==> config.mk <==
export PLATFORM = sky130hd
export DESIGN_NAME = irbs_ctrl
export DESIGN_NICKNAME = d
export VERILOG_FILES = /design/src/rtl/core/irbs_pkg.sv /design/src/rtl/core/irbs_ctrl.sv
export SDC_FILE = /design/constraint.sdc
export NUM_CORES = 1
export LEC_CHECK = 0
export ABC_AREA = 1
export BUFFER_PORTS_ARGS = -buffer_cell sky130_fd_sc_hd__buf_2
export CAP_MARGIN = 20
export CORE_AREA = 2 2 39 41
export DETAILED_ROUTE_END_ITERATION = 10
export DIE_AREA = 0 0 41 43
export PLACE_DENSITY_LB_ADDON = 0.12
export SLEW_MARGIN = 20
export SYNTH_ARGS = -nofsm -noshare
export SYNTH_HDL_FRONTEND = slang
export SYNTH_SLANG_ARGS = --single-unit
export TNS_END_PERCENT = 10
==> constraint.sdc <==
create_clock -name aclk -period 1.3 [get_ports aclk]
set_input_delay 0.26 -clock aclk [delete_from_list [all_inputs] [get_ports aclk]]
set_output_delay 0.26 -clock aclk [all_outputs]
set_load 0.1 [all_outputs]
==> src/rtl/core/irbs_pkg.sv <==
// ----------------------------------------------------------------------------
// irbs_pkg
// Shared types and constants for the index range bounding sphere block.
// ----------------------------------------------------------------------------
`default_nettype none

package irbs_pkg;

    // default configuration of the store and coordinate format
    localparam int IRBS_VERTEX_DEPTH = 4096;
    localparam int IRBS_COORD_WIDTH  = 24;

    // fixed field widths
    localparam int SLOT_W  = 12;
    localparam int COUNT_W = 13;

    // command codes
    localparam logic CMD_LOAD  = 1'b0;
    localparam logic CMD_ACCUM = 1'b1;

    typedef enum logic [2:0] {
        ST_IDLE,
        ST_ACC,
        ST_SQUARE,
        ST_ROOT_INIT,
        ST_ROOT,
        ST_FINISH
    } ctrl_state_t;

    // controller -> datapath
    typedef struct packed {
        logic store_wr;
        logic acc_read;
        logic acc_update;
        logic sq_start;
        logic sq_step;
        logic root_start;
        logic root_step;
        logic out_load;
        logic bounds_clear;
    } dp_cmd_t;

    // datapath -> controller
    typedef struct packed {
        logic sq_done;
        logic root_done;
        logic out_free;
    } dp_sts_t;

endpackage

`default_nettype wire

==> src/rtl/core/irbs_ctrl.sv <==
// ----------------------------------------------------------------------------
// irbs_ctrl
// Sequencer: load/accumulate handling, squaring, root and result handoff.
// ----------------------------------------------------------------------------
`default_nettype none

module irbs_ctrl
    import irbs_pkg::*;
(
    input  wire logic    aclk,
    input  wire logic    aresetn,
    input  wire logic    s_valid,
    output logic         s_ready,
    input  wire logic    s_command,
    input  wire logic    s_last,
    output dp_cmd_t      cmd,
    input  wire dp_sts_t sts
);

    ctrl_state_t state_reg, state_next;
    logic        last_reg, last_next;

    always_ff @(posedge aclk) begin
        if (!aresetn) begin
            state_reg <= ST_IDLE;
            last_reg  <= 1'b0;
        end else begin
            state_reg <= state_next;
            last_reg  <= last_next;
        end
    end

    always_comb begin
        state_next = state_reg;
        last_next  = last_reg;
        cmd        = '0;
        s_ready    = 1'b0;
        case (state_reg)
            ST_IDLE: begin
                s_ready = 1'b1;
                if (s_valid) begin
                    if (s_command == CMD_LOAD) begin
                        cmd.store_wr = 1'b1;
                    end else begin
                        cmd.acc_read = 1'b1;
                        last_next    = s_last;
                        state_next   = ST_ACC;
                    end
                end
            end
            ST_ACC: begin
                cmd.acc_update = 1'b1;
                if (last_reg) begin
                    cmd.sq_start = 1'b1;
                    state_next   = ST_SQUARE;
                end else begin
                    state_next = ST_IDLE;
                end
            end
            ST_SQUARE: begin
                cmd.sq_step = 1'b1;
                if (sts.sq_done) begin
                    state_next = ST_ROOT_INIT;
                end
            end
            ST_ROOT_INIT: begin
                cmd.root_start = 1'b1;
                state_next     = ST_ROOT;
            end
            ST_ROOT: begin
                cmd.root_step = 1'b1;
                if (sts.root_done) begin
                    state_next = ST_FINISH;
                end
            end
            ST_FINISH: begin
                if (sts.out_free) begin
                    cmd.out_load     = 1'b1;
                    cmd.bounds_clear = 1'b1;
                    state_next       = ST_IDLE;
                end
            end
            default: begin
                state_next = ST_IDLE;
            end
        endcase
    end

`ifndef SYNTH
    a_accum_to_acc: assert property (@(posedge aclk) disable iff (!aresetn)
        (s_valid && s_ready && s_command == CMD_ACCUM) |=> state_reg == ST_ACC)
        else $error("accumulate word did not enter update state");

    a_out_free: assert property (@(posedge aclk) disable iff (!aresetn)
        cmd.out_load |-> sts.out_free)
        else $error("result loaded over an untaken result");

    a_root_init: assert property (@(posedge aclk) disable iff (!aresetn)
        state_reg == ST_ROOT_INIT |=> state_reg == ST_ROOT)
        else $error("root init not followed by root");

    a_square_hold: assert property (@(posedge aclk) disable iff (!aresetn)
        (state_reg == ST_SQUARE && !sts.sq_done) |=> state_reg == ST_SQUARE)
        else $error("squaring left early");
`endif

endmodule

`default_nettype wire

# After elaboration in Yosys (flattened, before gate mapping)
# Cells that the tools add are included.
[word_totals]
register_bits = 4
in_bits = 8
output_inout_bits = 10
elab_cells = 34
[classes]
n_eq_ne = 10
n_mux = 19
n_reduce_logical = 3
[op_table]
columns = ["op", "n"]
rows = [
  ["3-bit case mux with 6 select lines", 1],
  ["3-bit 2-to-1 mux", 5],
  ["2-bit 2-to-1 mux", 6],
  ["2-bit != test (second input constant)", 5],
  ["1-bit 2-to-1 mux", 7],
  ["3-bit by 2-bit equality test with 1-bit output (second input constant)", 2],
  ["3-bit equality test (second input constant)", 2],
  ["5-bit AND reduction", 1],
  ["3-bit by 1-bit equality test with 1-bit output (second input constant)", 1],
  ["3-bit zero test", 1],
  ["3-bit AND reduction", 1],
]

# Depth between registers and ports, before layout
[depth]
word_depth = 3
mapped_depth = 8
depth_no_buf = 7

# Least setup slack after synthesis
# No wires, ideal clock.
[synth_timing]
kind = "register to output"
start = "register state_reg[2]"
end = "output cmd[8] (netlist bit)"
arrival_time_ns = 3.397
required_time_ns = 1.040
setup_slack_ns = -2.357
path_stages_with_launch = 3
n_path_buf = 1
cell_sequence = "dfxtp_1 buf_4 nor4_1"
[synth_lines]
columns = ["element", "line", "rtl"]
rows = [
  ["start, declared", "irbs_ctrl.sv:20", "ctrl_state_t state_reg, state_next;"],
  ["start signal, assigned", "irbs_ctrl.sv:28", "state_reg <= state_next;"],
  ["end, declared", "irbs_ctrl.sv:16", "output dp_cmd_t cmd,"],
]

==> flow_summary.json <==
{
  "largest_register_ffs": 3,
  "timing.final.ws_setup_ns": -0.189,
  "grt_pass1_vias": 382,
  "whs_ns": 0.274,
  "cts.sinks": 4,
  "synth-seq-cells": 4,
  "netlist.area_leader.share": 0.237,
  "initialDrtViolationCount": 5,
  "slew_violations": 0,
  "die_area_mm2": 0.00176,
  "die_h_um": 43,
  "clock_path_buffers": 2,
  "chipWidth_um": 41,
  "numCtsBuffers": 3,
  "yosys-top-cells-area": "dfxtp_1, nand3_2, inv_1",
  "fmax_mhz": 671,
  "power_leakage_nw": 0.322,
  "ys_seq_area_frac": 0.237,
  "relSlewSlack": 0.801,
  "synth_edf_count": 0,
  "synth_commonest_cells": "inv_1, nand2_1, nor2_1",
  "syn_inst": 52,
  "hold_viol_final": 0,
  "insertedDiodeCount": 0,
  "grt_max_degree": 6,
  "hpwl_um": 722,
  "syn_avg_cell_area_um2": 6.50,
  "arrival_ns": 1.23,
  "crit_path_start_kind": "flop",
  "layout.cells.non_filler": 93,
  "syn-cell-area_um2": 338,
  "io_buffers": 17,
  "clk_pin_slew_worst_paths_ns": 0.03,
  "insertion_delay_ns": 0.23,
  "finalCriticalPeriod_ns": 1.49,
  "htree_levels": 1,
  "synth_fp_nets": 60,
  "dp_worst_setup_slack_ns": 0.0109,
  "status": "complete, but fails checks",
  "root_buffer": "clkbuf_4",
  "final_util": 0.545,
  "dp.cells": 89,
  "yosys.area.top_type": "dfxtp_1",
  "ys.flop_type": "dfxtp_1",
  "timing.final.crit_share": 1.15,
  "syn2layout_area_growth_pct": 123,
  "synth_cell_type_count": 16,
  "fin_worst_skew_ns": 0.000484,
  "grt_pass1_wl_um": 1520,
  "core-area_mm2": 0.00138,
  "hold_buffers": 0,
  "rsz0062_at_grt": "true",
  "maxCapViolations": 0,
  "path_max_fanout": 4,
  "viasPerCell": 4.24,
  "final_nets": 87,
  "gp_congestion": 0.751,
  "dr_total_vias": 394,
  "worstPathRequired_ns": 1.04,
  "power_density_mw_per_mm2": 2760,
  "setup_viol": 10,
  "dr.pass1.iters": 2,
  "drive_gt1_frac": 0.701,
  "yosysMostFrequentCell": "inv_1",
  "worst_pin_slew_ns": 0.296,
  "critPathKind": "flop to primary output",
  "wire_per_inst_um": 8.96,
  "cts_tree": "done",
  "num-fill-cells": 132,
  "io_pins": 18,
  "routed_wl_um": 833,
  "initial_utilization": 0.244,
  "drc": 0,
  "grt_usage": 0.128,
  "rows": 14,
  "hp-class": "input port to flop",
  "yosys_warnings": 0,
  "fin_tns_setup_ns": -1.32,
  "grt_overflow": 0,
  "peakVddDrop_mv": 1.13,
  "synthArstFlopShare": 0,
  "cp-end-kind": "primary output",
  "antenna_left": 0,
  "antenna_found_initial": 0,
  "violations": "setup timing"
}
[cells in the final DEF, fill, tap and decap left out, types with 2 or more instances in the layout]
cell,n
buf_12,11
inv_1,7
buf_2,7
buf_4,5
inv_2,4
nand3_2,4
nor2_4,4
nand2_1,4
nor2_2,3
nand3_1,3
a21oi_1,3
nor2_1,3
clkbuf_4,3
nor4_4,2
o21ai_1,2
dfxtp_4,2
[path summary, 6_finish.rpt]
kind / startpoint / end / slack, ns / cells after the start
max: state_reg[2] / cmd[8] / -0.19 / 3
max reg2reg: state_reg[0] / state_reg[2] / 0.18 / 7
min: aresetn / state_reg[2] / 0.27 / 3
min reg2reg: last_reg / last_reg / 0.52 / 2
[report_power, final]
group          internal (W)  total (W)  switching, W
logic              0.000661    0.00171       0.00104
registers          0.000175   0.000228     0.0000529
clock network      0.000103   0.000149     0.0000459
[through the flow]
stage	power, W	area (um^2)
2_1_floorplan	0.00130	412
3_3_place_gp	0.00188	709
3_5_place_dp	0.00188	709
4_1_cts	0.00208	747
5_1_grt	0.00219	754
6_report	0.00208	754
[worst max-delay path: stages, from the launching register on]
cell	delay, ns
dfxtp_2	0.34
buf_12	0.14
nor4_4	0.31
buf_12	0.21
[per-layer routing]
metal / track usage / wire, um / part of all wire / vias to the layer above
li1: - / - / - / 212
met5: 0 / 0 / 0 / -
met3: 0.0314 / 35 / 0.042 / 0
met1: 0.160 / 368 / 0.44 / 172
met2: 0.178 / 429 / 0.52 / 10
met4: 0.100 / 0 / 0 / 0
[layout make-up]
type | instances | area, um^2 | share of cell area
well taps | 16 | 20.0 | 0.0265
repair buffers | 24 | 304 | 0.403
flip-flops and latches | 4 | 88.8 | 0.118
multi-input cells | 32 | 255 | 0.338
inverters | 14 | 63.8 | 0.0846
clock buffers | 3 | 22.5 | 0.0299
[kinds of logic (layout without fill, tap and decap cells)]
family | Yosys count | count (layout) | synth area share
AO/OA/AOI/OAI | 6 | 6 | 0.100
buffers and inverters | 16 | 41 | 0.200
AND/OR/NAND/NOR | 26 | 26 | 0.463
flip-flops | 4 | 4 | 0.237
[repair_timing]
action,4_1_cts,5_1_grt
setup buffers,1,0
pin swaps,5,1
resized for setup,4,3
endpoints found under the setup margin,10,10
gates cloned,0,0
endpoints found under the hold margin,0,0
Note: power is estimated with default switching activity, not from simulation.
